[src/design/ccsc_pkg.sv]
// Shared types and constants for the COO to CSC converter.
// Depends on nothing; every other file of the block imports it.
package ccsc_pkg;

  // Fixed field widths of the command and result ports.
  localparam int CMD_W = 2;
  localparam int ROW_W = 16;
  localparam int COL_W = 5;
  localparam int VAL_W = 64;
  localparam int PTR_W = 6;

  // Defaults for the top-level parameters.
  localparam int DEF_MAX_ENTRIES = 32;
  localparam int DEF_MAX_COLS    = 31;
  localparam int DEF_ROW_BITS    = 16;

  typedef enum logic [CMD_W-1:0] {
    CMD_LOAD        = 2'd0,
    CMD_LOAD_FINISH = 2'd1,
    CMD_FINISH      = 2'd2
  } cmd_e;

  typedef enum logic {
    KIND_ENTRY   = 1'b0,
    KIND_POINTER = 1'b1
  } kind_e;

  typedef enum logic [3:0] {
    ST_IDLE,
    ST_START,
    ST_RD_I,
    ST_HOLD,
    ST_CMP,
    ST_WR,
    ST_E_RD,
    ST_E_OUT,
    ST_P_RD,
    ST_P_CMP,
    ST_FINAL
  } state_e;

endpackage

[src/design/ccsc_order_cmp.sv]
// Sort-order comparator: column, then row, then value in IEEE total order.
// Depends on ccsc_pkg for the value and column widths.
module ccsc_order_cmp import ccsc_pkg::*; #(
  parameter int ROW_BITS = DEF_ROW_BITS,
  parameter int IDX_W    = 5
) (
  input  logic [COL_W+ROW_BITS+VAL_W-1:0] a_ent_i,
  input  logic [IDX_W-1:0]                a_idx_i,
  input  logic [COL_W+ROW_BITS+VAL_W-1:0] b_ent_i,
  input  logic [IDX_W-1:0]                b_idx_i,
  output logic                            before_o
);

  localparam int ENT_W = COL_W + ROW_BITS + VAL_W;

  logic [VAL_W-1:0] a_val, b_val, a_ord, b_ord;
  logic [ENT_W-1:0] a_word, b_word;

  // Map the double's bit pattern onto an unsigned order: negatives are
  // inverted, positives get their sign bit set.
  always_comb begin
    a_val = a_ent_i[VAL_W-1:0];
    b_val = b_ent_i[VAL_W-1:0];
    a_ord = a_val[VAL_W-1] ? ~a_val : {1'b1, a_val[VAL_W-2:0]};
    b_ord = b_val[VAL_W-1] ? ~b_val : {1'b1, b_val[VAL_W-2:0]};
    a_word = {a_ent_i[ENT_W-1:VAL_W], a_ord};
    b_word = {b_ent_i[ENT_W-1:VAL_W], b_ord};
    // Equal entries are ranked by store position so that ranks are unique.
    before_o = (a_word < b_word) || ((a_word == b_word) && (a_idx_i < b_idx_i));
  end

endmodule
[config.mk]
export PLATFORM = sky130hd
export DESIGN_NAME = ccsc_order_cmp
export DESIGN_NICKNAME = d
export VERILOG_FILES = /design/src/design/ccsc_pkg.sv /design/src/design/ccsc_order_cmp.sv
export SDC_FILE = /design/constraint.sdc
export NUM_CORES = 1
export LEC_CHECK = 0
export CORE_MARGIN = 5
export CORE_UTILIZATION = 60
export DETAILED_ROUTE_END_ITERATION = 8
export DONT_BUFFER_PORTS = 1
export PLACE_DENSITY = 0.72
export SYNTH_ARGS = -nofsm -noshare
export SYNTH_HDL_FRONTEND = slang
export SYNTH_SLANG_ARGS = --single-unit
[constraint.sdc]
create_clock -name vclk -period 6.35
set_input_delay 1.27 -clock vclk [all_inputs]
set_output_delay 1.27 -clock vclk [all_outputs]
set_load 0.05 [all_outputs]
==> summary.md, run 1 <==
| Metric | Value |
|---|---|
| Setup_tns | 0 ns |
| Syn Nets | approximately 660 |
| Min Tclk post-route | about 5.3 ns |
| Xor and xnor area share after synthesis | 34.79% |
| Total Routing Usage GR | 19.63% |
| Antenna-violating nets left | 0 |
| Synth cell types | 31 |
| Fraction of layout cells with a size suffix above 1 | 1.312% |
| Hpwl dp | 6356 µm |
| Status | finished clean |
| First drt pass iteration count | 5 |
| Compound-gate portion of the synthesized area | between 10% and 20% |
| First-pass GRT wire length | 11,070 µm |
| DR top layer | met4 |
| Startpoint types | input port |
| Cts hold-fix bufs | 0 |
| Final setup vio count | 0 |
| Pwr Density | 78.56 mW/mm² |
| Fin crit share | 83.94% |
| Share of Yosys cell area claimed by the top area cell type | 35.11% |
| Post-synthesis sequential area ratio | 0% |
| Worst hold slack | 3.153 ns |
| Register area | 0 µm² |
| Nets | 652 |
| PnR worst setup slack | 1.020 ns |
| Worst-path fanout max | 3 |
| Largest net degree at the start of global routing | 65 |
| Core Region | around 0.005 mm² |
| Global route overflow | 0 |
| Worst IR Drop VDD | 41.70 µV |
| Post-Syn Area | 0.003172 mm² |
| Simple-gate share of the synthesized area | 13.02% |
| Fin area | 0.003207 mm² |
| Most frequent cell after synthesis | ha_1 |
| P_leak | ~1.5 nW |
| Crit. End Element | output port |
| Tot Pwr | 0.2519 mW |
| I/O pin cnt | 181 |
| Actual slew at the worst max-slew pin | slightly above 1 ns |
| Synth-to-Final Area Change | 1.105% |
| Synthesis Warnings | 0 |
| Synthesized area per cell | 8.030 µm² |
| Post-CTS Setup Bufs | 0 |
| Area after DPL | 0.003207 mm² |
| Yosys top cell by area | ha_1 |
| Post_cts resized | 0 |
| Final wirelength | 7213 µm |
| Fin. Hold Viols | 0 |
| FMAX | around 190 MHz |
| Area contributors post-synth | ha_1 (35%), xnor2_1 (17%), xor2_1 (17%) |
| DR iter-0 viols | 58 |
| Initial antenna violation count | 0 |
| Worst hold-check path type | in2out |
| Metal-1 WL | 2877 µm |
| Largest family of logic cells by synthesized area | adder cells |
| Setup Slack @ Placement | 1.039 ns |
| Clock buffer count | 0 |
| Die Y-Extent | 82.71 µm |
| Routability cong. | 0.8744 |
| Critical Path RT | 5.08 ns |
| Die width | 82.71 µm |
| MaxCap Viol Count | 0 |
| Met3 wire length | ~630 µm |
| DRC Markers | 0 |
| DIE AREA | 0.006840 mm² |
| Vias post-DR | 2,653 |
| Mux cell area share after synthesis | 0% |
| Initial Util | 62.10% |
| Slew margin rel. | 31.69% |
| Metal2 WL | between 3000 and 4000 µm |
| WL per Instance | 15.99 µm |
| Unrepaired setup endpoints after global routing | false |
| FF+latch count | 0 |
| Max Slew Vio Count | 0 |
| Row count | 26 |
| IO Port Bufs | 0 |
| Routed vias/inst | 5.882 |
| Post-synth top cells | ha_1 (89), xnor2_1 (63), xor2_1 (63), a21oi_1 (36), inv_1 (26) |
| Crit path DAT | 4.06 ns |
| Critical path class | in2out |
| Post-Synthesis Cells | 395 |
| Vias in the first global route | 2,702 |
| Synthesized-area fraction occupied by adder cells | 35.11% |
| N_diodes | 0 |
-- layout by cell type (no fill, tap or decap) --
master    instances
a221o_1           2
xnor2_1          63
nor4_4            1
o21ai_1           1
ha_1             89
or4_2             2
nor2b_1           6
a21oi_1          36
and4_1            3
inv_1            26
o21ai_0          16
nor2_1            4
nand2b_1          4
or4_1             1
a21o_1            5
or4_4             1
nand4_1          14
o31a_1            1
a41oi_1           1
nor3_1            3
a31oi_1           1
o21bai_1          1
nand3_1           6
xor2_1           63
nor4_1            2
nand2_1          22
nand2b_4          1
or4b_1            1
a211oi_1          5
-- routing by layer --
metal / track usage [%] / vias to the layer above
met5: 0 / -
met4: 2.124 / 0
met3: 4.230 / 6
met2: 38.38 / 110
met1: 22.12 / 1179
li1: - / 1358
-- critical path: stages --
cell,delay (ns)
inv_1,0.02
ha_1,0.30
nand4_1,0.14
or4_1,0.58
nand2b_4,0.17
or4_4,0.51
or4b_1,0.51
o21ai_1,0.56
-- stage by stage --
stage,instances,util (%)
after floorplan,395,-
after global placement,451,62.79
after detailed placement,451,62.79
after CTS,451,62.79
after global routing,451,62.79
final,451,62.79
-- final cells by class --
class                      instances  area [µm²]
multi-input combinational        355        3022
fill                             461        1901
tap                               70       87.58
inverter                          26       97.59
-- where the power goes --
group          internal [mW]  switching, mW
sequential                 0              0
clock                      0              0
combinational          0.129          0.123
total                  0.129          0.123
-- final timing paths --
kind,startpoint,to,slack [ns],cells past startpoint
max,b_ent_i[80],before_o,1.02,8
min,a_ent_i[84],before_o,3.15,4
-- cells by family (layout without fill, tap and decap cells) --
group,Yosys count,in the layout
compound gates,69,69
xor+xnor,126,126
fa+ha+maj,89,89
buf+inv,40,26
simple gates,71,71
Note: power is estimated with default switching activity, not from simulation.
==> run 2, diff against run 1 <==
--- a/config.mk
+++ b/config.mk
@@ -5,11 +5,12 @@
 export SDC_FILE = /design/constraint.sdc
 export NUM_CORES = 1
 export LEC_CHECK = 0
+export ABC_AREA = 1
 export CORE_MARGIN = 5
 export CORE_UTILIZATION = 60
 export DETAILED_ROUTE_END_ITERATION = 8
 export DONT_BUFFER_PORTS = 1
-export PLACE_DENSITY = 0.72
+export PLACE_DENSITY = 0.75
 export SYNTH_ARGS = -nofsm -noshare
 export SYNTH_HDL_FRONTEND = slang
 export SYNTH_SLANG_ARGS = --single-unit
==> constraint.sdc (replaced) <==
create_clock -name vclk -period 4.6
set_input_delay 0.92 -clock vclk [all_inputs]
set_output_delay 0.92 -clock vclk [all_outputs]
set_load 0.05 [all_outputs]
==> summary.md, run 2 <==
| Metric | Value |
|---|---|
| Post-Syn Area | 0.003527 mm² (+11%) |
| Clock buffer count | 0 (unchanged) |
| Register area | 0 µm² (unchanged) |
| Critical Path RT | 3.68 ns (-1.40 ns) |
| Worst hold-check path type | in2out |
| Routability cong. | 0.8070 (-7.7%) |
| FMAX | 282.2 MHz |
| Pwr Density | 112.4 mW/mm² (+43%) |
| Fin area | 0.003551 mm² (+11%) |
| Worst-path fanout max | 64 (+61) |
| P_leak | 1.879 nW (+27%) |
| MaxCap Viol Count | 0 (unchanged) |
| Synthesized area per cell | 6.902 µm² (-14%) |
| CP max stage delay | 0.40 ns (-0.18 ns) |
| Setup_tns | 0 ns (unchanged) |
| Fin. Hold Viols | 0 (unchanged) |
| Hold path start | a_idx_i[4] |
| Row count | 28 (+7.7%) |
| Total Routing Usage GR | 19.98% (+0.35 points) |
| Delay-heaviest family, CP | simple AND/OR/NAND/NOR gates |
| Post-Synthesis Cells | 511 (+29%) |
| Vias post-DR | 2,985 (+13%) |
| N_diodes | 0 (unchanged) |
| Fill count | 561 (+22%) |
| Most common cell on crit path | nand2_1 |
| Max Slew Vio Count | 0 (unchanged) |
| First-pass GRT wire length | 12,860 µm (+16%) |
| Hold Crit Depth | 4 (unchanged) |
| Setup Slack @ Placement | 1.102 ns (+0.06307 ns) |
| Buf+Inv Stages, Crit Path | 1 (unchanged) |
| Area contributors post-synth | ha_1 (32%), xnor2_1 (16%), xor2_1 (16%) |
| Unrepaired setup endpoints after global routing | false |
| Post-CTS Setup Bufs | 0 (unchanged) |
| Min Tclk post-route | 3.544 ns |
| WL per Instance | 13.51 µm (-16%) |
| First drt pass iteration count | 4 (-1) |
| Most common cell after layout, fill and taps aside | nand2_1 |
| Fin crit share | 77.04% |
| Core Region | 0.005816 mm² (+14%) |
| DRC Markers | 0 (unchanged) |
| Cts hold-fix bufs | 0 (unchanged) |
| Crit-path cells | xnor2_1 -> ha_1 -> nand2_1 -> nor2_1 -> inv_1 -> nor3_1 -> nand3b_1 -> nor2_1 -> nand2_1 -> nand2_1 |
| Antenna-violating nets left | 0 (unchanged) |
| Slew margin rel. | 65.51% (+34 points) |
| Syn Nets | 780 (+17%) |
| Nets | 768 (+18%) |
| Final wirelength | 7727 µm (+7.1%) |
| Vias in the first global route | 3,168 (+17%) |
| Final setup vio count | 0 (unchanged) |
| Most frequent cells in the layout | nand2_1 (116), ha_1 (89), xor2_1 (63), xnor2_1 (63), inv_1 (59) |
| Critical path class | in2out |
| Synthesis Warnings | 0 (unchanged) |
| Crit. End Element | output port |
| Endpoint, Worst Hold | before_o |
| IO Port Bufs | 0 (unchanged) |
| Die width | 86.67 µm (+4.8%) |
| Synth-to-Final Area Change | 0.6741% |
| PnR worst setup slack | 1.056 ns (+0.03607 ns) |
| Initial Util | 60.65% (-1.5 points) |
| Initial antenna violation count | 0 (unchanged) |
| Yosys top cell by area | ha_1 |
| DR iter-0 viols | 61 (+5.2%) |
| Startpoint types | input port |
| Global route overflow | 0 (unchanged) |
| Crit path DAT | 2.62 ns (-1.44 ns) |
| Largest net degree at the start of global routing | 65 (unchanged) |
| Worst IR Drop VDD | 69.51 µV (+67%) |
| Hpwl dp | 7052 µm (+11%) |
| Fraction of layout cells with a size suffix above 1 | 4.024% (+2.7 points) |
| Actual slew at the worst max-slew pin | 0.5161 ns (-0.5016 ns) |
| Die Y-Extent | 86.67 µm (+4.8%) |
| Worst hold slack | 2.447 ns (-0.7064 ns) |
| Post-synthesis sequential area ratio | 0% (unchanged) |
| Most frequent cell after synthesis | nand2_1 |
| Post_cts resized | 0 (unchanged) |
| CP max-delay cell | nand2_1 |
| I/O pin cnt | 181 (unchanged) |
| Status | finished clean |
| DIE AREA | 0.007512 mm² (+9.8%) |
| Post-synth top cells | nand2_1 (116), ha_1 (89), xnor2_1 (63), xor2_1 (63), inv_1 (59) |
| Routed vias/inst | 5.219 (-11%) |
| FF+latch count | 0 (unchanged) |
| Area after DPL | 0.003551 mm² (+11%) |
| Synth cell types | 26 (-16%) |
| Share of Yosys cell area claimed by the top area cell type | 31.57% (-3.5 points) |
[run 2: changes by cell type after synthesis, sizes merged, moves of 6 or more]
cell | before | now
inv | 26 | 65
nand2 | 22 | 119
nand4 | 14 | 4
nor2 | 4 | 32
nor2b | 6 | 0
o21ai | 17 | 5
[run 2: final cells by class]
type	instances	area (µm²)	area share [%]
Inverter	65	244.0	6.871
Tap cell	75	93.84	2.643
Multi-Input combinational cell	432	3213	90.49
[run 2: how the worst max path moves through the flow]
stage / from / to / cells past startpoint
finish: b_ent_i[63] / before_o / 10
global route: b_ent_i[63] / before_o / 10
CTS: a_ent_i[63] / before_o / 10
detailed placement: a_ent_i[63] / before_o / 10
global placement: a_ent_i[63] / before_o / 10
floorplan: a_ent_i[63] / before_o / 15
[run 2: cells by family after synthesis]
| kind of cell | share of synthesized area [%] |
|---|---|
| AO/OA/AOI/OAI | 7.166 |
| XOR/XNOR | 31.29 |
| adder cells (fa/ha/maj) | 31.57 |
| buffers and inverters | 8.904 |
| AND/OR/NAND/NOR | 21.07 |
[run 2: stage by stage]
stage / power, mW / instances / util [%]
finish: 0.3992 / 572 / 61.06
global route: 0.4762 / 572 / 61.06
CTS: 0.4079 / 572 / 61.06
detailed placement: 0.4048 / 572 / 61.06
global placement: 0.3892 / 572 / 61.06
floorplan: 0.3594 / 511 / -
[run 2: where the power goes]
part / internal, mW / leakage [nW] / switching [mW]
clock network: 0 / 0 / 0
registers: 0 / 0 / 0
logic: 0.190 / 1.88 / 0.209
total: 0.190 / 1.88 / 0.209
[run 2: routing by layer]
layer	global-route usage, %	wire length, µm	vias to the layer above
met3	3.802	610	6
met4	0.9915	53	0
met2	40.89	4028	102
met5	0	0	-
li1	-	-	1590
met1	21.80	3035	1287
==> run 3, diff against run 2 <==
--- a/config.mk
+++ b/config.mk
@@ -5,7 +5,7 @@
 export SDC_FILE = /design/constraint.sdc
 export NUM_CORES = 1
 export LEC_CHECK = 0
-export ABC_AREA = 1
+export ABC_AREA = 0
 export CORE_MARGIN = 5
 export CORE_UTILIZATION = 60
 export DETAILED_ROUTE_END_ITERATION = 8
==> constraint.sdc (replaced) <==
create_clock -name vclk -period 2.9
set_input_delay 0.58 -clock vclk [all_inputs]
set_output_delay 0.58 -clock vclk [all_outputs]
set_load 0.05 [all_outputs]
==> summary.md, run 3 (synthesis gave the netlist of run 1 again) <==
| Metric | Value |
|---|---|
| Pwr Density | 181.5 mW/mm² (+61%) |
| Register area | 0 µm² (unchanged) |
| Min Tclk post-route | 3.509 ns |
| FMAX | 285.0 MHz |
| Final wirelength | 8048 µm (+4.2%) |
| PnR worst setup slack | -0.6087 ns (-1.665 ns) |
| Tot Pwr | 0.6276 mW (+57%) |
| Initial antenna violation count | 0 (unchanged) |
| Most frequent cells in the layout | ha_1 (84), xor2_1 (63), xnor2_1 (63), a21oi_1 (36), inv_1 (25) |
| Worst hold-check path type | in2out |
| Die Y-Extent | 82.71 µm (-4.6%) |
| Critical Path RT | 2.32 ns (-1.36 ns) |
| IO Port Bufs | 0 (unchanged) |
| Crit path DAT | 2.93 ns (+0.31 ns) |
| Fin area | 0.003457 mm² (-2.6%) |
| Worst-path fanout max | 2 (-97%) |
| DRC Markers | 0 (unchanged) |
| Worst IR Drop VDD | 116.7 µV (+68%) |
| Final setup vio count | 1 (+1) |
| Vias post-DR | 2,765 (-7.4%) |
| Core Region | 0.005107 mm² (-12%) |
| Routability cong. | 0.7802 (-3.3%) |
| MaxCap Viol Count | 0 (unchanged) |
| First-pass GRT wire length | 12,200 µm (-5.1%) |
| Total Routing Usage GR | 22.21% (+2.2 points) |
| Fraction of layout cells with a size suffix above 1 | 9.453% (+5.4 points) |
| Global route overflow | 0 (unchanged) |
| Post-CTS Setup Bufs | 0 (unchanged) |
| Setup Slack @ Placement | -0.6577 ns (-1.760 ns) |
| Crit. End Element | output port |
| Initial Util | 62.10% (+1.5 points) |
| P_leak | 1.579 nW (-16%) |
| Multi-input combinational cell area | 0.003114 mm² (-3.1%) |
| Fill count | 440 (-22%) |
| Fin crit share | 121.0% |
| Routed vias/inst | 5.858 (+12%) |
| Area after DPL | 0.003391 mm² (-4.5%) |
| DIE AREA | 0.006840 mm² (-8.9%) |
| Largest net degree at the start of global routing | 65 (unchanged) |
| Synth-to-Final Area Change | 8.994% |
| Hpwl dp | 7013 µm (-0.55%) |
| Max Slew Vio Count | 0 (unchanged) |
| Setup_tns | -0.6087 ns (-0.6087 ns) |
| Actual slew at the worst max-slew pin | 0.4210 ns (-0.09518 ns) |
| DR iter-0 viols | 63 (+3.3%) |
| Nets | 673 (-12%) |
| Most common cell after layout, fill and taps aside | ha_1 |
| Failing checks | negative setup slack |
| Antenna-violating nets left | 0 (unchanged) |
| Fin. Hold Viols | 0 (unchanged) |
| Clock buffer count | 0 (unchanged) |
| Slew margin rel. | 71.83% (+6.3 points) |
| Startpoint types | input port |
| Hold Crit Depth | 4 (unchanged) |
| First drt pass iteration count | 4 (unchanged) |
| Vias in the first global route | 2,860 (-9.7%) |
| N_diodes | 0 (unchanged) |
| I/O pin cnt | 181 (unchanged) |
| Critical path class | in2out |
| WL per Instance | 17.05 µm (+26%) |
| FF+latch count | 0 (unchanged) |
| Die width | 82.71 µm (-4.6%) |
| Row count | 26 (-7.1%) |
| Status | finished with violations |
| Unrepaired setup endpoints after global routing | true |
==> run 3: cell types whose count changed in the layout (fill, tap and decap cells not counted), sizes merged, moves of 10 or more <==
cell	delta
buf	+21
inv	-39
nand2	-97
nand4	+10
nor2	-28
o21ai	+12
==> run 3: worst paths after layout <==
path	from	endpoint
setup / recovery	b_ent_i[79]	before_o
hold / removal	a_idx_i[4]	before_o
==> run 3: worst max-delay path, stage by stage <==
cell	delay, ns
inv_1	0.05
ha_4	0.27
nand4_1	0.12
or4_4	0.54
nand2b_4	0.15
or4_4	0.52
or4b_4	0.51
o21ai_4	0.19
==> run 3: where the power goes <==
group,switching [mW],internal (mW),total [mW]
clock network,0,0,0
logic,0.292,0.335,0.628
registers,0,0,0
==> run 3: timing repair <==
item / in CTS / in global routing
setup endpoints to repair: 1 / 1
pin swaps: 5 / 0
gates resized for setup: 6 / 1
hold buffers: 0 / 0
==> run 3: stage by stage <==
stage / hold WS (ns) / instances / util (%)
CTS: 1.650 / 472 / 67.44
floorplan: 1.600 / 395 / -
global placement: 1.642 / 472 / 66.39
global route: 1.671 / 472 / 67.69
finish: 1.641 / 472 / 67.69
detailed placement: 1.648 / 472 / 66.39
==> run 3: metal layers <==
layer,GRT usage [%],part of all wire (%),up-vias
met2,43.51,52,113
met5,0,0,-
met1,25.00,38,1238
met4,4.739,2.5,0
li1,-,-,1398
met3,3.145,7.5,16
==> run 3: cell type report <==
type,instances,area share (%)
inverters,26,2.823
multi-input cells,355,90.08
well taps,70,2.533
repair buffers,21,4.560
